$ cat src/l2ra_pkg.sv
// types, constants and helpers shared by the acl reassembly block
`default_nettype none

package l2ra_pkg;

   localparam int FIFO_DEPTH = 4;
   localparam int FIFO_AW    = $clog2(FIFO_DEPTH);
   localparam int FIFO_CW    = $clog2(FIFO_DEPTH + 1);

   localparam int MTU_W   = 10;
   localparam logic [MTU_W-1:0] MTU_RESET = 10'd247;

   localparam logic [7:0] H4_ACL   = 8'h02;
   localparam logic [1:0] PB_FIRST = 2'd2;
   localparam logic [1:0] PB_CONT  = 2'd1;

   localparam logic [3:0] POS_TYPE     = 4'd0;
   localparam logic [3:0] POS_HANDLE_L = 4'd1;
   localparam logic [3:0] POS_HANDLE_H = 4'd2;
   localparam logic [3:0] POS_ACL_L    = 4'd3;
   localparam logic [3:0] POS_ACL_H    = 4'd4;
   localparam logic [3:0] POS_LEN_L    = 4'd5;
   localparam logic [3:0] POS_LEN_H    = 4'd6;
   localparam logic [3:0] POS_CID_L    = 4'd7;
   localparam logic [3:0] POS_CID_H    = 4'd8;
   localparam logic [3:0] POS_PAYLOAD  = 4'd9;

   localparam logic [15:0] L2CAP_HDR_LEN = 16'd4;
   localparam logic [7:0]  CID_ATT       = 8'h04;
   localparam logic [7:0]  CID_SMP       = 8'h06;
   localparam logic [7:0]  HANDLE_H_MASK = 8'h0F;

   localparam logic [1:0] ROUTE_SIG     = 2'd1;
   localparam logic [1:0] ROUTE_UNKNOWN = 2'd3;

   localparam logic [4:0] HDR_LAST = 5'd8;
   localparam logic [4:0] REJ_LAST = 5'd18;

   typedef enum logic [1:0] {
      KIND_FRAME  = 2'd0,
      KIND_REJECT = 2'd1,
      KIND_ABORT  = 2'd2
   } kind_type;

   typedef enum logic [1:0] {
      OP_ABORT   = 2'd0,
      OP_HEADER  = 2'd1,
      OP_PAYLOAD = 2'd2,
      OP_REJECT  = 2'd3
   } op_type;

   typedef struct packed {
      op_type      op;
      logic        abort_after;
      logic        last;
      logic [7:0]  data;
      logic [1:0]  route;
      logic [7:0]  handle_low;
      logic [7:0]  handle_high;
      logic [15:0] l2cap_len;
      logic [7:0]  chan_low;
      logic [7:0]  chan_high;
   } cmd_type;

   // fixed bytes of the invalid-cid command reject
   function automatic logic [7:0] reject_const(input logic [4:0] idx);
      logic [7:0] b;
      case (idx)
         5'd0:    b = 8'h02;
         5'd3:    b = 8'h0e;
         5'd5:    b = 8'h0a;
         5'd7:    b = 8'h05;
         5'd9:    b = 8'h01;
         5'd11:   b = 8'h06;
         5'd13:   b = 8'h02;
         default: b = 8'h00;
      endcase
      return b;
   endfunction

endpackage

`default_nettype wire

$ cat src/l2ra_if.sv
// handshake channels of the acl reassembly block
`default_nettype none

interface l2ra_req_if;
   logic       valid;
   logic       ready;
   logic [7:0] in_byte;
   logic       in_last;
   modport source (output valid, output in_byte, output in_last, input ready);
   modport sink   (input valid, input in_byte, input in_last, output ready);
endinterface

interface l2ra_rsp_if;
   logic       valid;
   logic       ready;
   logic [7:0] out_byte;
   logic [1:0] out_kind;
   logic [1:0] out_route;
   logic       out_last;
   modport source (output valid, output out_byte, output out_kind, output out_route,
                   output out_last, input ready);
   modport sink   (input valid, input out_byte, input out_kind, input out_route,
                   input out_last, output ready);
endinterface

interface l2ra_csr_if;
   logic       valid;
   logic       ready;
   logic [9:0] max_mtu;
   modport source (output valid, output max_mtu, input ready);
   modport sink   (input valid, input max_mtu, output ready);
endinterface

`default_nettype wire

$ cat src/l2ra_front.sv
// front end: h4 parser and fragment bookkeeping, one command per word that emits
`default_nettype none

module l2ra_front (
   input  logic                clock,
   input  logic                reset,
   input  logic                req_valid,
   output logic                req_ready,
   input  logic [7:0]          req_in_byte,
   input  logic                req_in_last,
   input  logic                csr_valid,
   output logic                csr_ready,
   input  logic [9:0]          csr_max_mtu,
   input  logic                fifo_full,
   output logic                push,
   output l2ra_pkg::cmd_type   push_cmd
);
   import l2ra_pkg::*;

   logic [MTU_W-1:0] mtu_ff;
   logic             acl_ff, acl_in;
   logic [3:0]       pos_ff, pos_in, pos_next;
   logic [7:0]       acl_lo_ff, acl_lo_in;
   logic [15:0]      frag_ff, frag_in;
   logic [1:0]       pb_ff, pb_in;
   logic [7:0]       hl_ff, hl_in, hh_ff, hh_in;
   logic [15:0]      l2len_ff, l2len_in;
   logic [7:0]       chl_ff, chl_in, chh_ff, chh_in;
   logic [15:0]      sdu_ff, sdu_in;
   logic             open_ff, open_in;
   logic [1:0]       route_ff, route_in;

   logic             accept;
   logic             main_v, last_flag, tail_emit;
   op_type           main_op;
   logic [15:0]      acl_len;

   assign req_ready = !fifo_full;
   assign csr_ready = 1'b1;
   assign accept    = req_valid && req_ready;
   assign acl_len   = {req_in_byte, acl_lo_ff};

   always_comb begin
      acl_in    = acl_ff;
      acl_lo_in = acl_lo_ff;
      frag_in   = frag_ff;
      pb_in     = pb_ff;
      hl_in     = hl_ff;
      hh_in     = hh_ff;
      l2len_in  = l2len_ff;
      chl_in    = chl_ff;
      chh_in    = chh_ff;
      sdu_in    = sdu_ff;
      open_in   = open_ff;
      route_in  = route_ff;
      main_v    = 1'b0;
      main_op   = OP_PAYLOAD;
      last_flag = 1'b0;
      tail_emit = 1'b0;
      pos_next  = (pos_ff < POS_PAYLOAD) ? 4'(pos_ff + 4'd1) : POS_PAYLOAD;

      if (pos_ff == POS_TYPE) begin
         acl_in = (req_in_byte == H4_ACL);
      end else if (acl_ff) begin
         case (pos_ff)
            POS_HANDLE_L: hl_in = req_in_byte;
            POS_HANDLE_H: begin
               hh_in = req_in_byte;
               pb_in = req_in_byte[5:4];
            end
            POS_ACL_L: acl_lo_in = req_in_byte;
            POS_ACL_H: begin
               if (pb_ff == PB_FIRST) begin
                  // a new first fragment closes whatever is open
                  open_in = 1'b0;
                  if (open_ff && route_ff != ROUTE_UNKNOWN) begin
                     main_v  = 1'b1;
                     main_op = OP_ABORT;
                  end
                  if (acl_len < L2CAP_HDR_LEN ||
                      {1'b0, acl_len} > (17'(mtu_ff) + 17'(L2CAP_HDR_LEN)))
                     acl_in = 1'b0;
                  else
                     frag_in = 16'(acl_len - L2CAP_HDR_LEN);
               end else if (pb_ff == PB_CONT) begin
                  if (!open_ff) begin
                     acl_in = 1'b0;
                  end else if (acl_len > sdu_ff) begin
                     open_in = 1'b0;
                     acl_in  = 1'b0;
                     if (route_ff != ROUTE_UNKNOWN) begin
                        main_v  = 1'b1;
                        main_op = OP_ABORT;
                     end
                  end else begin
                     frag_in  = acl_len;
                     pos_next = POS_PAYLOAD;
                  end
               end else begin
                  acl_in = 1'b0;
               end
            end
            POS_LEN_L: l2len_in = {8'h00, req_in_byte};
            POS_LEN_H: begin
               l2len_in = {req_in_byte, l2len_ff[7:0]};
               if (frag_ff > l2len_in)
                  acl_in = 1'b0;
            end
            POS_CID_L: chl_in = req_in_byte;
            POS_CID_H: begin
               chh_in = req_in_byte;
               if (req_in_byte == 8'h00 && chl_ff inside {[CID_ATT:CID_SMP]})
                  route_in = 2'(chl_ff - CID_ATT);
               else
                  route_in = ROUTE_UNKNOWN;
               sdu_in  = l2len_ff;
               open_in = 1'b1;
               if (route_in != ROUTE_UNKNOWN) begin
                  main_v    = 1'b1;
                  main_op   = OP_HEADER;
                  last_flag = (l2len_ff == 16'd0);
               end
               if (l2len_ff == 16'd0) begin
                  open_in = 1'b0;
                  if (route_in == ROUTE_UNKNOWN) begin
                     main_v  = 1'b1;
                     main_op = OP_REJECT;
                  end
               end
            end
            default: begin
               if (open_ff && frag_ff != 16'd0) begin
                  frag_in = 16'(frag_ff - 16'd1);
                  sdu_in  = 16'(sdu_ff - 16'd1);
                  if (route_ff != ROUTE_UNKNOWN) begin
                     main_v    = 1'b1;
                     main_op   = OP_PAYLOAD;
                     last_flag = (sdu_in == 16'd0);
                  end
                  if (sdu_in == 16'd0) begin
                     open_in = 1'b0;
                     if (route_ff == ROUTE_UNKNOWN) begin
                        main_v  = 1'b1;
                        main_op = OP_REJECT;
                     end
                  end
               end
            end
         endcase
      end

      // packet ends before the fragment is complete
      if (req_in_last && acl_in && pos_next == POS_PAYLOAD && open_in && frag_in != 16'd0) begin
         open_in   = 1'b0;
         tail_emit = (route_in != ROUTE_UNKNOWN);
      end
      pos_in = req_in_last ? POS_TYPE : pos_next;
   end

   assign push                 = accept && (main_v || tail_emit);
   assign push_cmd.op          = main_v ? main_op : OP_ABORT;
   assign push_cmd.abort_after = main_v && tail_emit;
   assign push_cmd.last        = last_flag;
   assign push_cmd.data        = req_in_byte;
   assign push_cmd.route       = route_in;
   assign push_cmd.handle_low  = hl_in;
   assign push_cmd.handle_high = hh_in;
   assign push_cmd.l2cap_len   = l2len_in;
   assign push_cmd.chan_low    = chl_in;
   assign push_cmd.chan_high   = chh_in;

   always_ff @(posedge clock) begin
      if (reset) begin
         mtu_ff   <= MTU_RESET;
         acl_ff   <= 1'b0;
         pos_ff   <= POS_TYPE;
         frag_ff  <= 16'd0;
         pb_ff    <= 2'd0;
         l2len_ff <= 16'd0;
         sdu_ff   <= 16'd0;
         open_ff  <= 1'b0;
         route_ff <= 2'd0;
      end else begin
         if (csr_valid && csr_ready)
            mtu_ff <= csr_max_mtu;
         if (accept) begin
            acl_ff   <= acl_in;
            pos_ff   <= pos_in;
            frag_ff  <= frag_in;
            pb_ff    <= pb_in;
            l2len_ff <= l2len_in;
            sdu_ff   <= sdu_in;
            open_ff  <= open_in;
            route_ff <= route_in;
         end
      end
   end

   always_ff @(posedge clock) begin
      if (accept) begin
         acl_lo_ff <= acl_lo_in;
         hl_ff     <= hl_in;
         hh_ff     <= hh_in;
         chl_ff    <= chl_in;
         chh_ff    <= chh_in;
      end
   end

endmodule

`default_nettype wire

$ cat src/l2ra_fifo.sv
// short command queue between parser and emitter
`default_nettype none

module l2ra_fifo (
   input  logic              clock,
   input  logic              reset,
   input  logic              push,
   input  l2ra_pkg::cmd_type push_cmd,
   input  logic              pop,
   output l2ra_pkg::cmd_type head,
   output logic              full,
   output logic              empty
);
   import l2ra_pkg::*;

   cmd_type            mem_ff [FIFO_DEPTH];
   logic [FIFO_AW-1:0] wr_ff, wr_in, rd_ff, rd_in;
   logic [FIFO_CW-1:0] cnt_ff, cnt_in;
   logic               do_push, do_pop;

   assign full    = (cnt_ff == FIFO_CW'(FIFO_DEPTH));
   assign empty   = (cnt_ff == '0);
   assign do_push = push && !full;
   assign do_pop  = pop && !empty;
   assign head    = mem_ff[rd_ff];

   always_comb begin
      wr_in  = do_push ? FIFO_AW'(wr_ff + 1'b1) : wr_ff;
      rd_in  = do_pop  ? FIFO_AW'(rd_ff + 1'b1) : rd_ff;
      cnt_in = cnt_ff;
      if (do_push && !do_pop)
         cnt_in = FIFO_CW'(cnt_ff + 1'b1);
      else if (do_pop && !do_push)
         cnt_in = FIFO_CW'(cnt_ff - 1'b1);
   end

   always_ff @(posedge clock) begin
      if (reset) begin
         wr_ff  <= '0;
         rd_ff  <= '0;
         cnt_ff <= '0;
      end else begin
         wr_ff  <= wr_in;
         rd_ff  <= rd_in;
         cnt_ff <= cnt_in;
      end
   end

   always_ff @(posedge clock) begin
      if (do_push)
         mem_ff[wr_ff] <= push_cmd;
   end

endmodule

`default_nettype wire

$ cat src/l2ra_back.sv
// back end: expands queued commands into output words
`default_nettype none

module l2ra_back (
   input  logic              clock,
   input  logic              reset,
   input  l2ra_pkg::cmd_type head,
   input  logic              empty,
   output logic              pop,
   output logic              rsp_valid,
   input  logic              rsp_ready,
   output logic [7:0]        rsp_out_byte,
   output logic [1:0]        rsp_out_kind,
   output logic [1:0]        rsp_out_route,
   output logic              rsp_out_last
);
   import l2ra_pkg::*;

   typedef enum logic [1:0] {
      ST_MAIN  = 2'b01,
      ST_ABORT = 2'b10
   } state_type;

   state_type   state_ff, state_in;
   logic [4:0]  idx_ff, idx_in;
   logic        valid_ff, valid_in;
   logic [7:0]  byte_ff, byte_in;
   logic [1:0]  kind_ff, kind_in;
   logic [1:0]  route_ff, route_in;
   logic        last_ff, last_in;

   logic        step, done;
   logic [15:0] plen;
   logic [7:0]  hdr_byte, rej_byte;

   assign step = !empty && (!valid_ff || rsp_ready);
   assign plen = 16'(head.l2cap_len + L2CAP_HDR_LEN);

   always_comb begin
      case (idx_ff)
         5'd0:    hdr_byte = H4_ACL;
         5'd1:    hdr_byte = head.handle_low;
         5'd2:    hdr_byte = head.handle_high;
         5'd3:    hdr_byte = plen[7:0];
         5'd4:    hdr_byte = plen[15:8];
         5'd5:    hdr_byte = head.l2cap_len[7:0];
         5'd6:    hdr_byte = head.l2cap_len[15:8];
         5'd7:    hdr_byte = head.chan_low;
         5'd8:    hdr_byte = head.chan_high;
         default: hdr_byte = 8'h00;
      endcase
   end

   always_comb begin
      case (idx_ff)
         5'd1:    rej_byte = head.handle_low;
         5'd2:    rej_byte = head.handle_high & HANDLE_H_MASK;
         5'd15:   rej_byte = head.chan_low;
         5'd16:   rej_byte = head.chan_high;
         default: rej_byte = reject_const(idx_ff);
      endcase
   end

   always_comb begin
      byte_in  = 8'h00;
      kind_in  = KIND_ABORT;
      route_in = head.route;
      last_in  = 1'b1;
      done     = 1'b1;
      if (state_ff == ST_MAIN) begin
         case (head.op)
            OP_HEADER: begin
               byte_in = hdr_byte;
               kind_in = KIND_FRAME;
               last_in = (idx_ff == HDR_LAST) && head.last;
               done    = (idx_ff == HDR_LAST);
            end
            OP_PAYLOAD: begin
               byte_in = head.data;
               kind_in = KIND_FRAME;
               last_in = head.last;
            end
            OP_REJECT: begin
               byte_in  = rej_byte;
               kind_in  = KIND_REJECT;
               route_in = ROUTE_SIG;
               last_in  = (idx_ff == REJ_LAST);
               done     = (idx_ff == REJ_LAST);
            end
            default: begin
               byte_in = 8'h00;
            end
         endcase
      end
   end

   always_comb begin
      state_in = state_ff;
      idx_in   = idx_ff;
      pop      = 1'b0;
      valid_in = valid_ff && !rsp_ready;
      if (step) begin
         valid_in = 1'b1;
         case (state_ff)
            ST_MAIN: begin
               if (done) begin
                  idx_in = 5'd0;
                  if (head.abort_after)
                     state_in = ST_ABORT;
                  else
                     pop = 1'b1;
               end else begin
                  idx_in = 5'(idx_ff + 5'd1);
               end
            end
            ST_ABORT: begin
               state_in = ST_MAIN;
               pop      = 1'b1;
            end
            default: begin
               state_in = ST_MAIN;
            end
         endcase
      end
   end

   always_ff @(posedge clock) begin
      if (reset) begin
         state_ff <= ST_MAIN;
         idx_ff   <= 5'd0;
         valid_ff <= 1'b0;
      end else begin
         state_ff <= state_in;
         idx_ff   <= idx_in;
         valid_ff <= valid_in;
      end
   end

   always_ff @(posedge clock) begin
      if (step) begin
         byte_ff  <= byte_in;
         kind_ff  <= kind_in;
         route_ff <= route_in;
         last_ff  <= last_in;
      end
   end

   assign rsp_valid     = valid_ff;
   assign rsp_out_byte  = byte_ff;
   assign rsp_out_kind  = kind_ff;
   assign rsp_out_route = route_ff;
   assign rsp_out_last  = last_ff;

endmodule

`default_nettype wire

$ cat src/l2cap_acl_reassembly.sv
// top level of the l2cap acl reassembly block
`default_nettype none

// Takes an H4 byte stream one word per cycle while the queue has room and sends out reassembled
// L2CAP frames, abort markers and invalid-cid command rejects. The parser decides each input word
// as it is accepted and hands a command to a four-entry queue; the emitter turns each command
// into words (payload 1, frame header 9, command reject 19, abort 1, plus 1 for an abort that
// follows a truncated fragment) into an output register, one word per cycle while the output is
// ready. Payload bytes pass through a queue entry and the output register; input stalls only
// while the queue is full, which a header or reject burst can cause when the output side is slow
// or busy with a long burst. max_mtu is written through the csr channel, which is always ready.

module l2cap_acl_reassembly (
   input  wire            clock,
   input  wire            reset,
   l2ra_req_if.sink       req_chan,
   l2ra_rsp_if.source     rsp_chan,
   l2ra_csr_if.sink       csr_chan
);
   import l2ra_pkg::*;

   logic    push, pop, full, empty;
   cmd_type push_cmd, head;
   logic    req_ready, csr_ready;

   l2ra_front u_front (
      .clock       (clock),
      .reset       (reset),
      .req_valid   (req_chan.valid),
      .req_ready   (req_ready),
      .req_in_byte (req_chan.in_byte),
      .req_in_last (req_chan.in_last),
      .csr_valid   (csr_chan.valid),
      .csr_ready   (csr_ready),
      .csr_max_mtu (csr_chan.max_mtu),
      .fifo_full   (full),
      .push        (push),
      .push_cmd    (push_cmd)
   );

   l2ra_fifo u_fifo (
      .clock    (clock),
      .reset    (reset),
      .push     (push),
      .push_cmd (push_cmd),
      .pop      (pop),
      .head     (head),
      .full     (full),
      .empty    (empty)
   );

   l2ra_back u_back (
      .clock         (clock),
      .reset         (reset),
      .head          (head),
      .empty         (empty),
      .pop           (pop),
      .rsp_valid     (rsp_chan.valid),
      .rsp_ready     (rsp_chan.ready),
      .rsp_out_byte  (rsp_chan.out_byte),
      .rsp_out_kind  (rsp_chan.out_kind),
      .rsp_out_route (rsp_chan.out_route),
      .rsp_out_last  (rsp_chan.out_last)
   );

   assign req_chan.ready = req_ready;
   assign csr_chan.ready = csr_ready;

endmodule

`default_nettype wire

$ cat src/flat_wrapper.sv
// flat-port wrapper written by rule: the top's interface ports become plain ports
module l2cap_acl_reassembly_flat import l2ra_pkg::*;
  (clock, reset, req_chan_valid, req_chan_in_byte, req_chan_in_last, req_chan_ready, rsp_chan_valid, rsp_chan_out_byte, rsp_chan_out_kind, rsp_chan_out_route, rsp_chan_out_last, rsp_chan_ready, csr_chan_valid, csr_chan_max_mtu, csr_chan_ready);
  l2ra_req_if req_chan_i ();
  l2ra_rsp_if rsp_chan_i ();
  l2ra_csr_if csr_chan_i ();
  input  wire clock;
  input  wire reset;
  input wire logic [$bits(req_chan_i.valid)-1:0] req_chan_valid;
  input wire logic [$bits(req_chan_i.in_byte)-1:0] req_chan_in_byte;
  input wire logic [$bits(req_chan_i.in_last)-1:0] req_chan_in_last;
  output wire logic [$bits(req_chan_i.ready)-1:0] req_chan_ready;
  output wire logic [$bits(rsp_chan_i.valid)-1:0] rsp_chan_valid;
  output wire logic [$bits(rsp_chan_i.out_byte)-1:0] rsp_chan_out_byte;
  output wire logic [$bits(rsp_chan_i.out_kind)-1:0] rsp_chan_out_kind;
  output wire logic [$bits(rsp_chan_i.out_route)-1:0] rsp_chan_out_route;
  output wire logic [$bits(rsp_chan_i.out_last)-1:0] rsp_chan_out_last;
  input wire logic [$bits(rsp_chan_i.ready)-1:0] rsp_chan_ready;
  input wire logic [$bits(csr_chan_i.valid)-1:0] csr_chan_valid;
  input wire logic [$bits(csr_chan_i.max_mtu)-1:0] csr_chan_max_mtu;
  output wire logic [$bits(csr_chan_i.ready)-1:0] csr_chan_ready;
  assign req_chan_i.valid = req_chan_valid;
  assign req_chan_i.in_byte = req_chan_in_byte;
  assign req_chan_i.in_last = req_chan_in_last;
  assign req_chan_ready = req_chan_i.ready;
  assign rsp_chan_valid = rsp_chan_i.valid;
  assign rsp_chan_out_byte = rsp_chan_i.out_byte;
  assign rsp_chan_out_kind = rsp_chan_i.out_kind;
  assign rsp_chan_out_route = rsp_chan_i.out_route;
  assign rsp_chan_out_last = rsp_chan_i.out_last;
  assign rsp_chan_i.ready = rsp_chan_ready;
  assign csr_chan_i.valid = csr_chan_valid;
  assign csr_chan_i.max_mtu = csr_chan_max_mtu;
  assign csr_chan_ready = csr_chan_i.ready;
  l2cap_acl_reassembly u_core (.clock(clock), .reset(reset), .req_chan(req_chan_i), .rsp_chan(rsp_chan_i), .csr_chan(csr_chan_i));
endmodule
$ cat config.mk
export PLATFORM = sky130hd
export DESIGN_NAME = l2cap_acl_reassembly_flat
export DESIGN_NICKNAME = d
export VERILOG_FILES = /design/src/l2ra_pkg.sv /design/src/l2ra_if.sv /design/src/l2ra_front.sv /design/src/l2ra_fifo.sv /design/src/l2ra_back.sv /design/src/l2cap_acl_reassembly.sv /design/src/flat_wrapper.sv
export SDC_FILE = /design/constraint.sdc
export NUM_CORES = 1
export LEC_CHECK = 0
export ABC_AREA = 0
export ABC_CLOCK_PERIOD_IN_PS = 9700
export BUFFER_PORTS_ARGS = -buffer_cell sky130_fd_sc_hd__buf_2
export CORE_UTILIZATION = 70
export CTS_BUF_LIST = sky130_fd_sc_hd__clkbuf_8
export DETAILED_ROUTE_END_ITERATION = 8
export MAX_ROUTING_LAYER = met4
export PLACE_DENSITY = 0.95
export SYNTH_ARGS = -nofsm -noshare
export SYNTH_HDL_FRONTEND = slang
export SYNTH_SLANG_ARGS = --single-unit
$ cat constraint.sdc
create_clock -name clock -period 9.7 [get_ports clock]
set_input_delay 0.97 -clock clock [delete_from_list [all_inputs] [get_ports clock]]
set_output_delay 0.97 -clock clock [all_outputs]
set_load 0.005 [all_outputs]
# After elaboration in Yosys (flattened, before gate mapping)
# Memories as Yosys holds them, arrays and structs flattened. A register that Yosys moved wholly into a read port is not among the register bits.
# Cells that the tools add are included.
[word_totals]
register_bits = 136
inputBits = 24
elab_cells = 255
ram_bits = 248
output_inout_bits = 16
mem_count = 1
[op_classes]
n_bitwise = 2
eq_ne = 39
n_addsub = 12
n_reduce_logical = 47
mux = 123
n_lt_le_gt_ge = 7
[mem_list]
columns = ["name", "words", "width", "rd", "rd_clocked_by_memory_dff", "wr", "line_no", "source"]
rows = [
  ["u_core.u_fifo.mem_ff", 4, 62, 1, 1, 1, "l2ra_fifo.sv:16", "cmd_type mem_ff [FIFO_DEPTH];"],
]
[ops]
columns = ["cell", "count"]
rows = [
  ["two-way mux 16 bit", 11],
  ["two-way mux 8 bit", 12],
  ["case mux 16 bit (2 select lines)", 3],
  ["case mux 8 bit (9 select lines)", 1],
  ["two-way mux 2 bit", 26],
  ["two-way mux 1 bit", 46],
  ["two-way mux 4 bit", 9],
  ["greater-than comparator 16 bit", 2],
  ["logical NOT 16 bit", 2],
  ["case mux 8 bit (4 select lines)", 1],
  ["nonzero test 16 bit", 2],
  ["subtractor 16 x 1 -> 16 bit, second input constant", 2],
  ["equality test 5 x 4 -> 1 bit, second input constant", 5],
  ["case mux 4 bit (6 select lines)", 1],
  ["case mux 8 bit (3 select lines)", 1],
  ["equality test 5 x 3 -> 1 bit, second input constant", 4],
  ["logical AND 1 bit", 18],
  ["adder 16 x 3 -> 16 bit, second input constant", 1],
  ["equality test 4 x 3 -> 1 bit, second input constant", 4],
  ["greater-than comparator 16 x 11 -> 1 bit", 1],
  ["less-than comparator 16 x 3 -> 1 bit, second input constant", 1],
  ["subtractor 16 x 3 -> 16 bit, second input constant", 1],
  ["OR reduction 7 bit", 2],
  ["equality test 2 bit, second input constant", 6],
  ["other kinds (41)", 68],
]

# Logic depth before layout (Yosys ltp)
[logic_depth]
depth_word = 21
ltp_mapped = 22
mapped_depth_nobuf = 21

# Cells and area by module
# A second synthesis with hierarchy kept.
[unflattened]
hier_cells = 1650
hier_area_um2 = 19867.8
[by_module_without_submodules]
columns = ["mod", "n_inst", "area_each_um2", "seq_area_each_um2", "cells_each"]
rows = [
  ["l2ra_fifo", 1, 9484.1, 7627.3, 372],
  ["l2ra_front", 1, 8229.1, 2562.5, 1027],
  ["l2ra_back", 1, 2154.6, 550.5, 251],
]

# Worst setup path after synthesis
# Ideal clock, no wire load.
[synth_path]
path_kind = "input to register"
from = "in req_chan_in_byte[5]"
to = "mem u_core.u_fifo.mem_ff[0][0] (netlist bit), enable pin"
t_arrival_ns = 5.263
slack_ns = 4.010
required_time_ns = 9.273
path_stages = 13
setup_time_ns = 0.427
cell_sequence = "ha_1 > nand4_1 > nor4_1 > a21bo_2 > a41oi_1 > clkbuf_1 > o32a_1 > nor2_1 > a311oi_1 > o22ai_1 > a311o_1 > nand3_2 > and2_1"
[synth_between]
elab_chain_len = 18
word_cells_on_any_way = 70
cone_classes = "add/sub (1); order compare (4); eq/ne (5); mux (49); reduce/logical (11)"
[synth_lines]
columns = ["element", "line_no", "source"]
rows = [
  ["from (decl)", "flat_wrapper.sv:10", "input wire logic [$bits(req_chan_i.in_byte)-1:0] req_chan_in_byte;"],
  ["greater-than comparator 16 bit / logical NOT 8 bit (equally long branches)", "l2ra_front.sv:88, l2ra_front.sv:112", ""],
  ["two-way mux 4 bit, or another cell as far along", "l2ra_front.sv:88", "end else if (acl_len > sdu_ff) begin"],
  ["two-way mux 4 bit, or another cell as far along", "l2ra_front.sv:86", "if (!open_ff) begin"],
  ["two-way mux 4 bit, or another cell as far along", "l2ra_front.sv:85", "end else if (pb_ff == PB_CONT) begin"],
  ["two-way mux 4 bit, or another cell as far along", "l2ra_front.sv:73", "if (pb_ff == PB_FIRST) begin"],
  ["two-way mux 4 bit, or another cell as far along", "l2ra_front.sv:65", "case (pos_ff)"],
  ["two-way mux 4 bit, or another cell as far along", "l2ra_front.sv:64", "end else if (acl_ff) begin"],
  ["two-way mux 4 bit, or another cell as far along", "l2ra_front.sv:62", "if (pos_ff == POS_TYPE) begin"],
  ["[3 not listed]", "-", ""],
  ["logical AND 1 bit / two-way mux 1 bit (equally long branches)", "l2ra_front.sv:153, l2ra_front.sv:64", ""],
  ["two-way mux 1 bit (on tied branches)", "l2ra_front.sv:153, l2ra_front.sv:62", ""],
  ["logical OR 1 bit *", "l2ra_front.sv:160", "assign push = accept && (main_v || tail_emit);"],
  ["logical AND 1 bit *", "l2ra_front.sv:160", ""],
  ["logical AND 1 bit *", "l2ra_fifo.sv:23", "assign do_push = push && !full;"],
  ["named net u_core.u_fifo.do_push", "l2ra_fifo.sv:19", "logic do_push, do_pop;"],
  ["two-way mux 1 bit *", "l2ra_fifo.sv:50", "if (do_push)"],
  ["two-way mux 1 bit (not written as such) *", "l2ra_fifo.sv:51", "mem_ff[wr_ff] <= push_cmd;"],
  ["to (decl)", "l2ra_fifo.sv:16", ""],
]
# Mark *: on every way through the listed nets, which the timed path passes. The rest lies on a longest branch. The select of a mux whose other input is x is not followed.

==> insert_results.sql <==
INSERT INTO impl_metrics (metric_group, metric, value, unit) VALUES
('grt', 'grt_start_max_net_pins', '69', ''),
('power', 'pwr-share-comb', '7.3', '%'),
('clock_tree', 'cts_repair_resize_count', '0', ''),
('die', 'dieHeight', '167', 'µm'),
('route', 'avgRoutedWirePerCell', '27.8', 'µm'),
('power', 'proportion_of_power_drawn_by_the_clock_network', '37.7', '%'),
('finish', 'n_fill_cell', '1577', ''),
('clock_tree', 'clk_latency', '0.63', 'ns'),
('route', 'drt_drc_violations_left', '0', ''),
('setup_path', 'timing.critical_path.slowest_cell_delay', '0.85', 'ns'),
('yosys', 'synthTopCellsByCount', 'sky130_fd_sc_hd__edfxtp_1, sky130_fd_sc_hd__nand2_1, sky130_fd_sc_hd__nor2_1', ''),
('grt', 'gr-usage-all-layers', '43.1', '%'),
('finish', 'finish.instance_area', '20600', 'µm²'),
('power', 'reg_power_share', '55.0', '%'),
('run_status', 'run_status', 'complete, no violations', ''),
('sta', 'finalSetupViolations', '0', ''),
('worst_hold_path', 'holdCritStartpoint', 'u_core.u_back.state_ff[0]$_SDFFE_PP1P_', ''),
('clock_tree', 'worst_setup_hold_path_clk_slew', '0.06', 'ns'),
('sta', 'unrepaired_setup_endpoints_after_global_routing', 'false', ''),
('route', 'vias_per_cell', '7.24', ''),
('sta', 'final_hold_viol_count', '0', ''),
('finish', 'finalNetCount', '1755', ''),
('route', 'first_iter_violations', '2114', ''),
('finish', 'multi_input_comb_area', '7730', 'µm²'),
('setup_path', 'cp-end-kind', 'register', ''),
('setup_path', 'worst_path_dominant_cell_family', 'simple AND/OR/NAND/NOR gates', ''),
('route', 'antenna_left', '0', ''),
('sta', 'achievable-frequency', '170', 'MHz'),
('setup_path', 'worstPathRequired', '9.97', 'ns'),
('yosys', 'synth_edf_count', '301', ''),
('yosys', 'syn_area', '19000', 'µm²'),
('setup_path', 'worstReg2RegStart', 'u_core.u_front.pos_ff[0]$_SDFFE_PP0P_', ''),
('die', 'effective_utilization_at_floorplan', '71.1', '%'),
('place', 'place_area', '19500', 'µm²'),
('sta', 'finalCritPeriodShare', '60.5', '%'),
('clock_tree', 'cts_root_buf', 'sky130_fd_sc_hd__clkbuf_8', ''),
('finish', 'final_cells', '2057', ''),
('power', 'power_leakage', '7.10', 'nW'),
('power', 'p_sw', '0.824', 'mW'),
('yosys', 'ys.flop_type', 'sky130_fd_sc_hd__edfxtp_1', ''),
('setup_path', 'path_common_cell', 'sky130_fd_sc_hd__nand2_1', ''),
('power', 'switching_share_of_total_power', '24.7', '%'),
('finish', 'final_layout_size_suffix_gt1_share', '13.1', '%'),
('yosys', 'post_synth_main_area_contributors', 'sky130_fd_sc_hd__edfxtp_1, sky130_fd_sc_hd__dfxtp_1, sky130_fd_sc_hd__mux4_2', ''),
('place', 'post-place-ws', '3.40', 'ns'),
('grt', 'initial_antenna_violation_count', '1', ''),
('grt', 'grt_first_pass_wirelength', '85.9', 'mm'),
('yosys', 'net_count_synth', '1720', ''),
('route', 'finalWirelength', '57.2', 'mm'),
('finish', 'area.growth.synth_to_final', '8.18', '%'),
('sta', 'fin_skew', '0.0348', 'ns'),
('setup_path', 'crit_fanout', '32', ''),
('power', 'power_per_cell_area', '162', 'nW/µm²'),
('yosys', 'synthDistinctLibCells', '87', ''),
('yosys', 'yosys.area.top_type', 'sky130_fd_sc_hd__edfxtp_1', ''),
('setup_path', 'timing.reg2reg.setup_slack', '3.83', 'ns'),
('sta', 'worst_pin_slew', '1.16', 'ns'),
('place', 'finalWeightedCongestion', '1.01', ''),
('die', 'core_area', '26800', 'µm²'),
('yosys', 'async_sr_flop_fraction', '0', '%'),
('flow_run', 'max_cap_violation_count', '0', ''),
('setup_path', 'cp.buffers_inverters', '2', ''),
('place', 'place.detailed.hpwl', '38.9', 'mm'),
('setup_path', 'critical_path_arrival', '6.14', 'ns'),
('yosys', 'yosys_register_bits', '386', ''),
('place', 'place.detailed.instances', '1946', ''),
('die', 'dieArea', '27900', 'µm²'),
('power', 'power.ir.vdd_worst', '0.000108', 'V'),
('setup_path', 'timing_worst_setup_path_type', 'register to register', ''),
('grt', 'first_global_vias', '14500', ''),
('clock_tree', 'cts.htree.levels', '2', '');
[final cells by class]
class	count	share of cell area (%)
Clock buffer	62	4.14
Multi-Input combinational cell	1090	37.5
Timing Repair Buffer	59	1.69
Clock inverter	48	1.17
Antenna cell	1	0.0121
Inverter	70	1.28
Sequential cell	386	52.1
Tap cell	341	2.07
[sequential cells by signal, summed over array words and instances (netlist names), 3 cells and up, named ones only]
register / flops
u_core.u_front.pos_ff: 4
u_core.u_fifo.cnt_ff: 3
u_core.u_back.idx_ff: 5
u_core.u_front.mtu_ff: 10
u_core.u_front.chl_ff: 8
u_core.u_front.chh_ff: 8
u_core.u_front.sdu_ff: 16
u_core.u_front.hl_ff: 8
u_core.u_fifo.mem_ff: 248
u_core.u_front.hh_ff: 8
u_core.u_back.rsp_out_byte: 8
u_core.u_front.frag_ff: 16
u_core.u_front.l2len_ff: 16
u_core.u_front.acl_lo_ff: 8
[placed cells by master (no fill, tap or decap), drive strengths merged, types with 43 or more instances in the layout]
cell type,n
edfxtp,301
nand2,154
nor2,129
o21ai,117
a21oi,116
inv,97
dfxtp,85
ha,65
mux4,62
clkbuf,62
buf,59
nand3,44
nor3,43
[power by group through the flow]
stage                     sequential (mW)  clock [mW]  combinational (mW)
after floorplan                      1.86           0               0.157
after global placement               1.87           0               0.223
after detailed placement             1.87           0               0.233
after CTS                            1.84        1.26               0.236
after global routing                 1.84        1.32               0.257
final                                1.84        1.26               0.243
[worst paths after layout]
kind                                                                to  cells after the start
worst min-delay path            u_core.u_back.state_ff[0]$_SDFFE_PP1P_                      2
worst min register to register  u_core.u_back.state_ff[0]$_SDFFE_PP1P_                      2
worst max-delay path             u_core.u_fifo.mem_ff[3][37]$_DFFE_PP_                     12
worst max register to register   u_core.u_fifo.mem_ff[3][37]$_DFFE_PP_                     12
[per-layer routing]
layer / vias to the layer above / GRT usage (%) / routed length [µm]
met5: - / - / 0
met4: 0 / 28.4 / 4280
met3: 300 / 8.32 / 6120
met2: 1237 / 67.9 / 27200
met1: 7006 / 51.0 / 19700
li1: 6342 / - / -
[logic make-up after synthesis]
group / count (synthesis) / share of synthesized area (%)
other: 1 / 0.0197
and+or+nand+nor: 496 / 12.4
AOI/OAI and AO/OA: 430 / 14.6
xor gates and xnor gates: 24 / 1.10
muxes: 73 / 7.92
buffers and inverters: 154 / 3.11
adders and majority gates: 66 / 4.37
DFF: 386 / 56.4
[worst reg2reg max path: stages (launching register included)]
cell	delay [ns]
sky130_fd_sc_hd__dfxtp_1	0.36
sky130_fd_sc_hd__inv_1	0.13
sky130_fd_sc_hd__ha_1	0.34
sky130_fd_sc_hd__and3b_1	0.85
sky130_fd_sc_hd__nand2_1	0.74
sky130_fd_sc_hd__o31a_1	0.60
sky130_fd_sc_hd__nand2_1	0.11
sky130_fd_sc_hd__nand2_1	0.11
sky130_fd_sc_hd__nor4_1	0.55
sky130_fd_sc_hd__o31ai_4	0.22
sky130_fd_sc_hd__nand3_2	0.21
sky130_fd_sc_hd__and2_2	0.72
sky130_fd_sc_hd__buf_4	0.56
Note: power is estimated with default switching activity, not from simulation.
